[src/sv/asl_place.sv]
module asl_place #(
    parameter int SECTION_BYTES = 65536,
    parameter int AW = 18
) (
    input  logic [AW-1:0] i_cur,
    input  logic [6:0]    i_align,
    input  logic [15:0]   i_size,
    output logic [AW-1:0] o_placed,
    output logic [AW-1:0] o_end,
    output logic          o_fail
);
    logic [AW-1:0] w_mask;

    assign w_mask   = AW'(i_align - 7'd1);
    assign o_placed = (i_cur + w_mask) & ~w_mask;
    assign o_end    = o_placed + AW'(i_size);
    assign o_fail   = (o_placed >= AW'(SECTION_BYTES)) || (o_end > AW'(SECTION_BYTES));
endmodule

[config.mk]
export PLATFORM = sky130hd
export DESIGN_NAME = asl_place
export DESIGN_NICKNAME = d
export VERILOG_FILES = /design/src/sv/asl_place.sv
export SDC_FILE = /design/constraint.sdc
export NUM_CORES = 1
export LEC_CHECK = 0
export ABC_AREA = 1
export BUFFER_PORTS_ARGS = -buffer_cell sky130_fd_sc_hd__buf_4
export CAP_MARGIN = 20
export CORE_MARGIN = 3
export CORE_UTILIZATION = 40
export DETAILED_ROUTE_END_ITERATION = 8
export GPL_ROUTABILITY_DRIVEN = 1
export GPL_TIMING_DRIVEN = 0
export PLACE_DENSITY = 0.71
export SETUP_SLACK_MARGIN = 0.4
export SLEW_MARGIN = 0
export SYNTH_ARGS = -nofsm -noshare
export SYNTH_HDL_FRONTEND = slang
export SYNTH_SLANG_ARGS = --single-unit
[constraint.sdc]
create_clock -name vclk -period 6.9
set_clock_uncertainty 0.05 [all_clocks]
set_input_delay 0.345 -clock vclk [all_inputs]
set_output_delay 0.345 -clock vclk [all_outputs]
set_load 0.03 [all_outputs]
# Yosys cells after proc, flatten, opt, wreduce, memory -nomap -nowiden
# Cells that the tools add are included.
[op_classes]
order_cmp = 2
bitwise = 2
reduce_logical = 1
n_addsub = 3
[op_table]
columns = ["operator", "count"]
rows = [
  ["$add A18 B16 Y18", 1],
  ["$add A18 B18 Y18", 1],
  ["$and A18 B18 Y18", 1],
  ["$ge A18 B17 Y1 const B", 1],
  ["$gt A18 B17 Y1 const B", 1],
  ["$not A18 Y18", 1],
  ["$sub A7 B1 Y8 const B", 1],
  ["$logic_or A1 B1 Y1", 1],
]
[word_totals]
register_bits = 0
output_inout_bits = 37
inputBits = 41
wordCells = 8

# Depth between registers and ports, before layout
[logic_depth]
depth_word = 6
ltp_mapped = 30

# Least setup slack after synthesis
# No wires, ideal clock.
[synth_timing]
path_kind = "input to output"
start = "in i_align[1]"
end = "out o_end[16]"
path_slack_ns = 2.377
t_arrival_ns = 4.128
n_path_buf = 0
path_stages = 20
cell_sequence = "nor2_1 nand4_2 nor3_4 ha_1 a21oi_1 a21boi_1 nand2_1 nand2_1 inv_1 nor3_1 ha_1 nand2_1 inv_2 nand2_1 nand2_1 a21oi_2 nand2_2 nand3_1 nand2_1 xor2_1"
[synth_via]
elab_chain_cells = 4
[synth_lines]
columns = ["element", "line", "rtl"]
rows = [
  ["start, declared", "6", "input logic [6:0] i_align,"],
  ["$sub A7 B1 Y8 *", "14", "assign w_mask = AW'(i_align - 7'd1);"],
  ["$add A18 B18 Y18 or $not A18 Y18 (tied branches)", "15", "assign o_placed = (i_cur + w_mask) & ~w_mask;"],
  ["$and A18 B18 Y18 *", "15", ""],
  ["via o_placed[8]", "8", "output logic [AW-1:0] o_placed,"],
  ["$add A18 B16 Y18 *", "16", "assign o_end = o_placed + AW'(i_size);"],
  ["end, declared", "9", "output logic [AW-1:0] o_end,"],
]
# Mark *: on every way through the listed nets, which the timed path passes. The rest lies on a longest branch.

# Final worst setup path
[layout_timing]
start = "in i_align[0]"
end = "out o_fail"
[layout_via]
elab_chain_cells = 6
[layout_lines]
columns = ["element", "line", "rtl"]
rows = [
  ["$sub A7 B1 Y8 *", "14", ""],
  ["$add A18 B18 Y18 or $not A18 Y18 (tied branches)", "15", ""],
  ["$and A18 B18 Y18 *", "15", ""],
  ["$add A18 B16 Y18", "16", ""],
  ["$gt A18 B17 Y1", "17", "assign o_fail = (o_placed >= AW'(SECTION_BYTES)) || (o_end > AW'(SECTION_BYTES));"],
  ["$logic_or A1 B1 Y1 *", "17", ""],
  ["end, declared", "10", "output logic o_fail"],
]
# Mark *: on every way between the ends. The rest lies on a longest branch, timed or not.

==> flow_metrics.env <==
export IMPL_status="finished, final reports clean"
export IMPL_routedWlPerCell_um=10.7
export IMPL_leakage_nw=1.75
export IMPL_drc=0
export IMPL_synthXorXnorAreaFrac_pct=5.32
export IMPL_synth_area_top_cells="nand2_1, ha_1, inv_1"
export IMPL_synth_simple_area_share_pct=46.6
export IMPL_synth_top_area_share_pct=21.9
export IMPL_drive_above_1_share_pct=23.2
export IMPL_syn_num_nets=473
export IMPL_first_global_vias=2424
export IMPL_rows=25
export IMPL_viasPerCell=4.80
export IMPL_dr_pass1_iters=4
export IMPL_worst_pin_slew_ns=0.568
export IMPL_irDropWorstVdd_v=0.0000787
export IMPL_grt_pass1_wl_um=10400
export IMPL_avgSynthCellArea_um2=5.39
export IMPL_yosysMostFrequentCell="nand2_1"
export IMPL_ioPinCount=78
export IMPL_fin_nets=553
export IMPL_drt_iter0_drc=97
export IMPL_drt_wl_total_um=5810
export IMPL_clockBufferCount=0
export IMPL_slew_headroom_pct=62.0
export IMPL_synth_area_leader_cell="nand2_1"
export IMPL_diodes=0
export IMPL_netlist_area_um2=2140
export IMPL_track_usage_pct=19.3
export IMPL_core_area_um2=4940
export IMPL_tns_ns=0
export IMPL_post_cts_buffers=0
export IMPL_drv_slew=0
export IMPL_nFlopsAndLatches=0
export IMPL_top_layer_used="met3"
export IMPL_grt_max_degree=15
export IMPL_max_cap_violations=0
export IMPL_seq_area_um2=0
export IMPL_synth_common_cells="nand2_1, inv_1, nor2_1"
export IMPL_multi_input_area_um2=1860
export IMPL_crit_path_max_fanout=14
export IMPL_cts_resized=0
export IMPL_antenna_found_initial=0
export IMPL_wl_met2_um=2890
export IMPL_ant_nets=0
export IMPL_synth_compound_area_share_pct=13.9
export IMPL_ys_warnings_count=0
export IMPL_path_class="in -> out"
export IMPL_seq_area_frac_synth_pct=0
export IMPL_end_kind="primary output"
export IMPL_hold_class="in -> out"
export IMPL_synth_mux_area_share_pct=0
export IMPL_die_w_um=79.2
export IMPL_drt_met1_wl_um=2770
export IMPL_setup_viol=0
export IMPL_utilization_pct=56.9
export IMPL_port_buffers=78
export IMPL_wl_met3_um=150
export IMPL_syn_to_final_growth_pct=31.3
export IMPL_vias=2600
export IMPL_netlist_instances=397
export IMPL_cp_arrival_ns=4.13
export IMPL_min_period_over_period_pct=65.6
export IMPL_start_util_pct=43.3
export IMPL_cp_required_ns=6.50
export IMPL_place_hpwl_um=5220
export IMPL_post_route_min_period_ns=4.53
export IMPL_synthAdderAreaFrac_pct=21.2
export IMPL_synth_top_family_by_area="simple AND/OR/NAND/NOR gates"
export IMPL_power_density_nw_per_um2=140
export IMPL_fmax_mhz=221
export IMPL_grt_overflow_total=0
export IMPL_postCtsHoldBufs=0
export IMPL_post_dp_cell_area_um2=2810
export IMPL_globalplace_congestion=0.926
export IMPL_ys_types=31
export IMPL_rsz0062_at_grt="no"
export IMPL_dieArea_um2=6270
export IMPL_power_total_mw=0.393
export IMPL_hold_viol_final=0
export IMPL_die_h_um=79.2
export IMPL_crit_path_start_kind="input port"
export IMPL_fillers=536
export IMPL_fin_area_um2=2810
## per-stage QoR
step	hold slack, ns	setup WS (ns)	cells
after CTS	0.991	2.33	542
after global routing	1.02	1.83	542
after global placement	0.991	2.35	542
final	0.985	2.37	542
after detailed placement	0.991	2.35	542
after floorplan	0.805	2.38	397
## cells by family after synthesis
family / after synthesis
AOI/OAI and AO/OA: 52
buffers and inverters: 74
and+or+nand+nor: 223
adders and majority gates: 35
xor gates and xnor gates: 13
## metal layers
metal,vias to the layer above,track usage [%]
met2,42,35.4
met4,0,0.515
met5,-,0
met1,1123,26.8
li1,1435,-
met3,0,0
## power by group
group          total, mW  internal [mW]  switching, mW
registers              0              0              0
clock network          0              0              0
logic              0.393          0.145          0.249
total              0.393          0.145          0.249
## worst paths after layout
path / startpoint / endpoint / slack (ns) / depth (start not counted)
hold / removal: i_align[0] / o_placed[0] / 0.99 / 4
setup / recovery: i_align[0] / o_fail / 2.37 / 26
## cell type report
| type | instances | share of cell area (%) |
|---|---|---|
| Multi-Input combinational cell | 323 | 66.3 |
| Inverter | 74 | 9.88 |
| Tap cell | 67 | 2.98 |
| Timing Repair Buffer | 78 | 20.8 |
## cell usage in the layout, fill, tap and decap left out
| cell | count |
|---|---|
| inv_2 | 5 |
| o21ai_1 | 4 |
| nor3_4 | 1 |
| buf_4 | 78 |
| nand3_2 | 3 |
| nor3_1 | 4 |
| nand3_1 | 26 |
| inv_1 | 69 |
| a21oi_1 | 29 |
| nand3b_1 | 3 |
| nor2_4 | 2 |
| nand2_1 | 125 |
| nor2_1 | 37 |
| a31o_2 | 1 |
| o211a_1 | 1 |
| nor3_2 | 1 |
| a21o_1 | 2 |
| nand2_2 | 13 |
| xnor2_1 | 4 |
| and2_2 | 1 |
| ha_1 | 33 |
| a31oi_1 | 2 |
| o21a_1 | 1 |
| o21ai_0 | 6 |
| fa_1 | 2 |
| nor2_2 | 1 |
| a21oi_2 | 3 |
| nand4_1 | 5 |
| nand4_2 | 1 |
| a21boi_1 | 1 |
| xor2_1 | 9 |
| o21bai_1 | 2 |
## critical path: stages
cell and delay (ns):
buf_4 0.12, inv_1 0.13, nand4_2 0.17, nor3_4 0.48, ha_1 0.39, a21oi_1 0.22
o21ai_1 0.11, a21oi_2 0.13, nand2_2 0.10, a21oi_1 0.16, xor2_1 0.16, nor2_1 0.08
ha_1 0.37, nand2_1 0.13, inv_1 0.04, nand2_1 0.09, inv_1 0.06, a21oi_2 0.17
nand3b_1 0.09, nand2_1 0.09, nand2_1 0.05, nor2_1 0.09, nand3_1 0.09, nand2_1 0.06
nand2_1 0.04, buf_4 0.16
Note: power is estimated with default switching activity, not from simulation.
