==> src/sv/asl_ram.sv <==
module asl_ram #(
    parameter int W = 8,
    parameter int DEPTH = 64,
    localparam int AW = (DEPTH > 1) ? $clog2(DEPTH) : 1
) (
    input  logic          i_clk,
    input  logic          i_we,
    input  logic [AW-1:0] i_waddr,
    input  logic [W-1:0]  i_wdata,
    input  logic [AW-1:0] i_raddr,
    output logic [W-1:0]  o_rdata
);
    logic [W-1:0] r_mem [DEPTH];
    logic [W-1:0] r_rdata;

    always_ff @(posedge i_clk) begin
        if (i_we) begin
            r_mem[i_waddr] <= i_wdata;
        end
        r_rdata <= r_mem[i_raddr];
    end

    assign o_rdata = r_rdata;
endmodule

==> config.mk <==
export PLATFORM = sky130hd
export DESIGN_NAME = asl_ram
export DESIGN_NICKNAME = d
export VERILOG_FILES = /design/src/sv/asl_ram.sv
export SDC_FILE = /design/constraint.sdc
export NUM_CORES = 1
export LEC_CHECK = 0
export BUFFER_PORTS_ARGS = -buffer_cell sky130_fd_sc_hd__buf_2
export CAP_MARGIN = 40
export CORE_ASPECT_RATIO = 1.5
export CORE_MARGIN = 2
export CORE_UTILIZATION = 60
export CTS_CLUSTER_DIAMETER = 50
export CTS_CLUSTER_SIZE = 14
export DETAILED_ROUTE_END_ITERATION = 7
export GPL_TIMING_DRIVEN = 0
export HOLD_SLACK_MARGIN = 0.1
export PLACE_DENSITY = 0.76
export SYNTH_ARGS = -nofsm -noshare
export SYNTH_HDL_FRONTEND = slang
export SYNTH_SLANG_ARGS = --single-unit
==> constraint.sdc <==
create_clock -name i_clk -period 2.6 [get_ports i_clk]
set_input_delay 0 -clock i_clk [delete_from_list [all_inputs] [get_ports i_clk]]
set_output_delay 0 -clock i_clk [all_outputs]
set_load 0.02 [all_outputs]
### After elaboration in Yosys (flattened, before gate mapping)

Memory sizes are Yosys's and may differ from the RTL's. A register that Yosys moved wholly into a read port is not among the register bits.
Index checks and enable logic that the tools add are counted.
Widths: inputs -> output; s select.

* RAM bits: 512
* memories: 1
* output and inout port bits: 8
* flip-flop bits (word level): 0

Memories
* r_mem: words 64, bits a word 8, rd ports 1, clocked after memory_dff 1, wr ports 1, RTL line 13 `logic [W-1:0] r_mem [DEPTH];`

* mux-type cells: 2

Operators by type and width (count)
* $mux 1: 2

### Depth between registers and ports, before layout

* depth after elaboration: 2
* gate-level depth with buffers: 9
* depth with buffers taken out: 5

### Worst setup path before layout

No wires, ideal clock.

* path kind: register -> register
* from: memory r_mem[29][4]
* to: register r_rdata[4], in the netlist o_rdata[4], read port of r_mem
* setup slack: 908 ps
* library setup time: 132 ps
* arrival time: 1560 ps
* cell stages (with the launch flop): 6
* path through: edfxtp_1 > mux4_2 > mux2_2 > o221a_2 > nor3_1 > o32ai_1

RTL lines
* start: declaration: RTL line 13
* end: declaration: RTL line 14 `logic [W-1:0] r_rdata;`

### Worst setup path in the final report

* from: input port i_waddr[0]
* to: memory r_mem[46][0] (enable)

RTL lines
* start: declaration: RTL line 8 `input logic [AW-1:0] i_waddr,`

No word-level cell before the write port.

==> summary.md <==
| Metric | Value |
|---|---|
| Combinational group share of total power | approximately 6.0% |
| Maximum number of pins on one net before global-route repair | 53 |
| Tcrit/Tclk final | 83.0% |
| Synth Net Count | 962 |
| Clock Power Share | between 30% and 40% |
| Overall power | ~16 mW |
| P_int | between 10 and 15 mW |
| Switching share of power | 20.9% |
| Data required, critical path | 2.78 ns |
| Starting DRT DRC Count | 1159 |
| Highest metal layer with signal wires | met4 |
| Initial antenna violation count | 0 |
| Fin Setup TNS | 0 ns |
| Num CTS Buffers | 43 |
| Crit path max-delay family | simple AND/OR/NAND/NOR gates |
| Post-layout minimum cycle time | 2.16 ns |
| Crit Path Category | in2reg |
| Vias in the first global route | 10200 |
| Largest stage delay, worst path | 0.85 ns |
| Worst-case hold slack | between 0.1 and 0.15 ns |
| Crit path cell chain | dlygate4sd3_1 -> buf_2 -> nor2b_1 -> nand3_1 -> nor2_1 |
| Peak supply drop | roughly 460 µV |
| Rel. slew slack | ~38% |
| DR pass1 iterations | 8 |
| Setup Viol. Count Final | 0 |
| Total vias in the final route | 10000 |
| Status | finished clean |
| H-Tree Depth | 2 |
| Worst hold-check path type | in2reg |
| Ratio of cells with drive above 1 in the final layout | about 24% |
| Clk root buf | clkbuf_16 |
| Ant diodes | 0 |
| Buf+Inv Stages, Crit Path | 2 |
| Footprint of the multi-input gates | between 4000 and 5000 µm² |
| Core footprint | between 30000 and 40000 µm² |
| Placer congestion estimate | approximately 0.94 |
| Number of remaining DRC errors | 0 |
| Hold Path Depth | 3 |
| Async SR Flop Fraction | 0% |
| Slowest cell on crit path | nor2_1 |
| Die area | approximately 35000 µm² |
| Number of routed nets with antenna violations | 0 |
| Sink Count | 520 |
| RSZ-0062 raised after global routing | no |
| Final slew viol count | 0 |
| Total congestion overflow | 0 |
| Post-DP HPWL | 31700 µm |
| Metal3 WL | 3880 µm |
| Std cell rows | 82 |
| Crit. End Element | register |
| Post-synthesis sequential area ratio | 77.0% |
| Metal2 WL | around 24000 µm |
| Filler cells | 2134 |
| Endpoints failing hold | 0 |
| Max Root-Sink Buffers | 3 |
| Nets | 1057 |
| Starting Density | between 60% and 70% |
| Lkg Pwr | 6.98 nW |
| Post-synth EDFFs | 512 |
| Wire length per cell | 31.7 µm |
| Postcts setup bufs | 0 |
| Commonest register cell after synthesis | edfxtp_1 |
| Yosys warning count | 0 |
| Total track usage | a little over a quarter |
| Crit. path cell count | 5 |
| Area Growth Syn to Fin | 11.1% |
| Routed length on met1 | 15800 µm |
| Achievable Freq | 0.463 GHz |
| Clk_skew | 0.0117 ns |
| I/O Buffers | 21 |
| Sequential share of power | a little under three fifths |
| Clock slew at the register clock pins of the worst setup and hold paths | 0.06 ns |
| Net Sw Power | 3.39 mW |
| Worst Path Max Fanout | 8 |
| CTS tree | yes |
| Ports | 30 |
| Crit path arrival time | 2.34 ns |
| Worst Max-Slew Pin Slew | 0.921 ns |
| CP startpoint kind | input pin |
| Register Area | between 15000 and 20000 µm² |
| Post-Syn Area | 20200 µm² |
| Pwr Density | around 720 nW/µm² |
| Die width | 154 µm |
| DR vias/cell | 6.78 |
| Synth cell types | 40 |
| Flops & latches, synth | 520 |
| Average cell area after synthesis | 21.5 µm² |
| Max_cap viols | 0 |
| R2R cell count | 4 |
| Post-Route WL | 46900 µm |
| Die Y-Extent | ~230 µm |
| Mapped Cells | 940 |
| First-pass GRT wire length | 68000 µm |
| Worst-Skew Late Latency | 0.55 ns |
[metal layers]
layer  vias up  track usage [%]
li1       4101                -
met1      5183             34.3
met2       630             46.4
met3       132             3.91
met4         0             14.7
met5         -                0
[placed cells by master (no fill, tap or decap), drive strengths merged]
cell type | netlist | final
nand2b | 7 | 7
o32ai | 2 | 2
nor2 | 83 | 83
clkbuf | 17 | 87
o2111ai | 3 | 3
and2 | 1 | 1
nand3b | 3 | 3
o22ai | 8 | 8
a221oi | 6 | 6
a2111oi | 2 | 2
dlygate4sd3 | 0 | 11
nand4b | 1 | 1
nor4 | 2 | 2
or3 | 1 | 1
o221ai | 8 | 8
a21oi | 3 | 3
a211oi | 4 | 4
o221a | 2 | 2
edfxtp | 512 | 512
o2bb2ai | 3 | 3
nor3 | 7 | 7
mux2 | 13 | 13
nand3 | 13 | 13
o311ai | 1 | 1
nand2 | 19 | 19
dfxtp | 8 | 8
a31oi | 1 | 1
mux2i | 23 | 23
a22oi | 3 | 3
mux4 | 126 | 126
o41ai | 2 | 2
clkinv | 0 | 1
o21ai | 4 | 4
o21a | 2 | 2
nor2b | 14 | 14
buf | 34 | 73
nand4 | 2 | 2
[metrics by stage]
stage                     util, %  cells  setup slack (ns)  instance area [µm²]
after floorplan                 -    940             0.908                20200
final                        67.4   1481             0.441                22400
after detailed placement     63.3   1398           -0.0711                21100
after global routing         67.4   1481             0.394                22400
after CTS                    67.4   1480             0.515                22400
after global placement       62.6   1381           -0.0262                20800
[layout make-up]
type	count	share of cell area (%)
clock inverters	1	0.0726
well taps	420	2.35
flip-flops and latches	520	69.3
multi-input cells	369	19.3
clock buffers	70	5.44
plain buffers	51	1.41
repair buffers	50	2.13
[final timing paths]
path,to,start,slack (ns)
worst max-delay path,r_mem[46][0]$_DFFE_PP_,i_waddr[0],0.44
worst max register to register,o_rdata[7]$_DFF_P_,r_mem[55][7]$_DFFE_PP_,0.55
worst min-delay path,r_mem[48][7]$_DFFE_PP_,i_we,0.13
worst min register to register,o_rdata[7]$_DFF_P_,r_mem[7][7]$_DFFE_PP_,0.92
[cell families (layout without fill, tap and decap cells)]
family,Yosys count,count (layout),share of synthesized area (%)
flip-flops,520,520,77.0
multiplexers,162,162,15.9
AO/OA/AOI/OAI,54,54,2.07
AND/OR/NAND/NOR,153,153,3.39
buffers and inverters,51,172,1.57
[flip-flops by register name, indices dropped and copies added (netlist names)]
| name | cells |
|---|---|
| o_rdata | 8 |
| r_mem | 512 |
[tightest hold or removal path: cells and delay by family]
kind | cells | cell delay [ns]
and+or+nand+nor | 2 | 0.34
buffers and inverters | 1 | 0.15
[what timing repair did]
action / 4_1_cts / 5_1_grt
hold buffers: 11 / 0
hold endpoints to repair: 337 / 0
gates resized for setup: 0 / 0
[cell usage after synthesis, types with 4 or more instances]
master,number,area (µm²)
edfxtp_1,512,15400
mux4_2,126,2840
nor2_1,83,312
mux2i_1,23,230
nand2_1,19,71.3
clkbuf_1,17,63.8
nor2b_1,14,87.6
buf_4,13,97.6
mux2_2,13,146
nand3_1,13,65.1
buf_2,11,55.1
dfxtp_1,8,160
o221ai_1,8,70.1
o22ai_1,8,50.1
nand2b_1,7,43.8
nor3_1,7,35.0
a221oi_1,6,52.6
a211oi_1,4,30.0
buf_1,4,15.0
buf_6,4,45.0
[power groups by stage]
stage	Combinational [mW]	Clock (mW)	Sequential (mW)
global route	1.01	6.28	9.29
CTS	0.970	6.01	9.29
floorplan	0.494	0	9.49
detailed placement	0.956	0	9.47
global placement	0.902	0	9.47
finish	0.975	5.97	9.29
(Power assumes the default switching activity.)
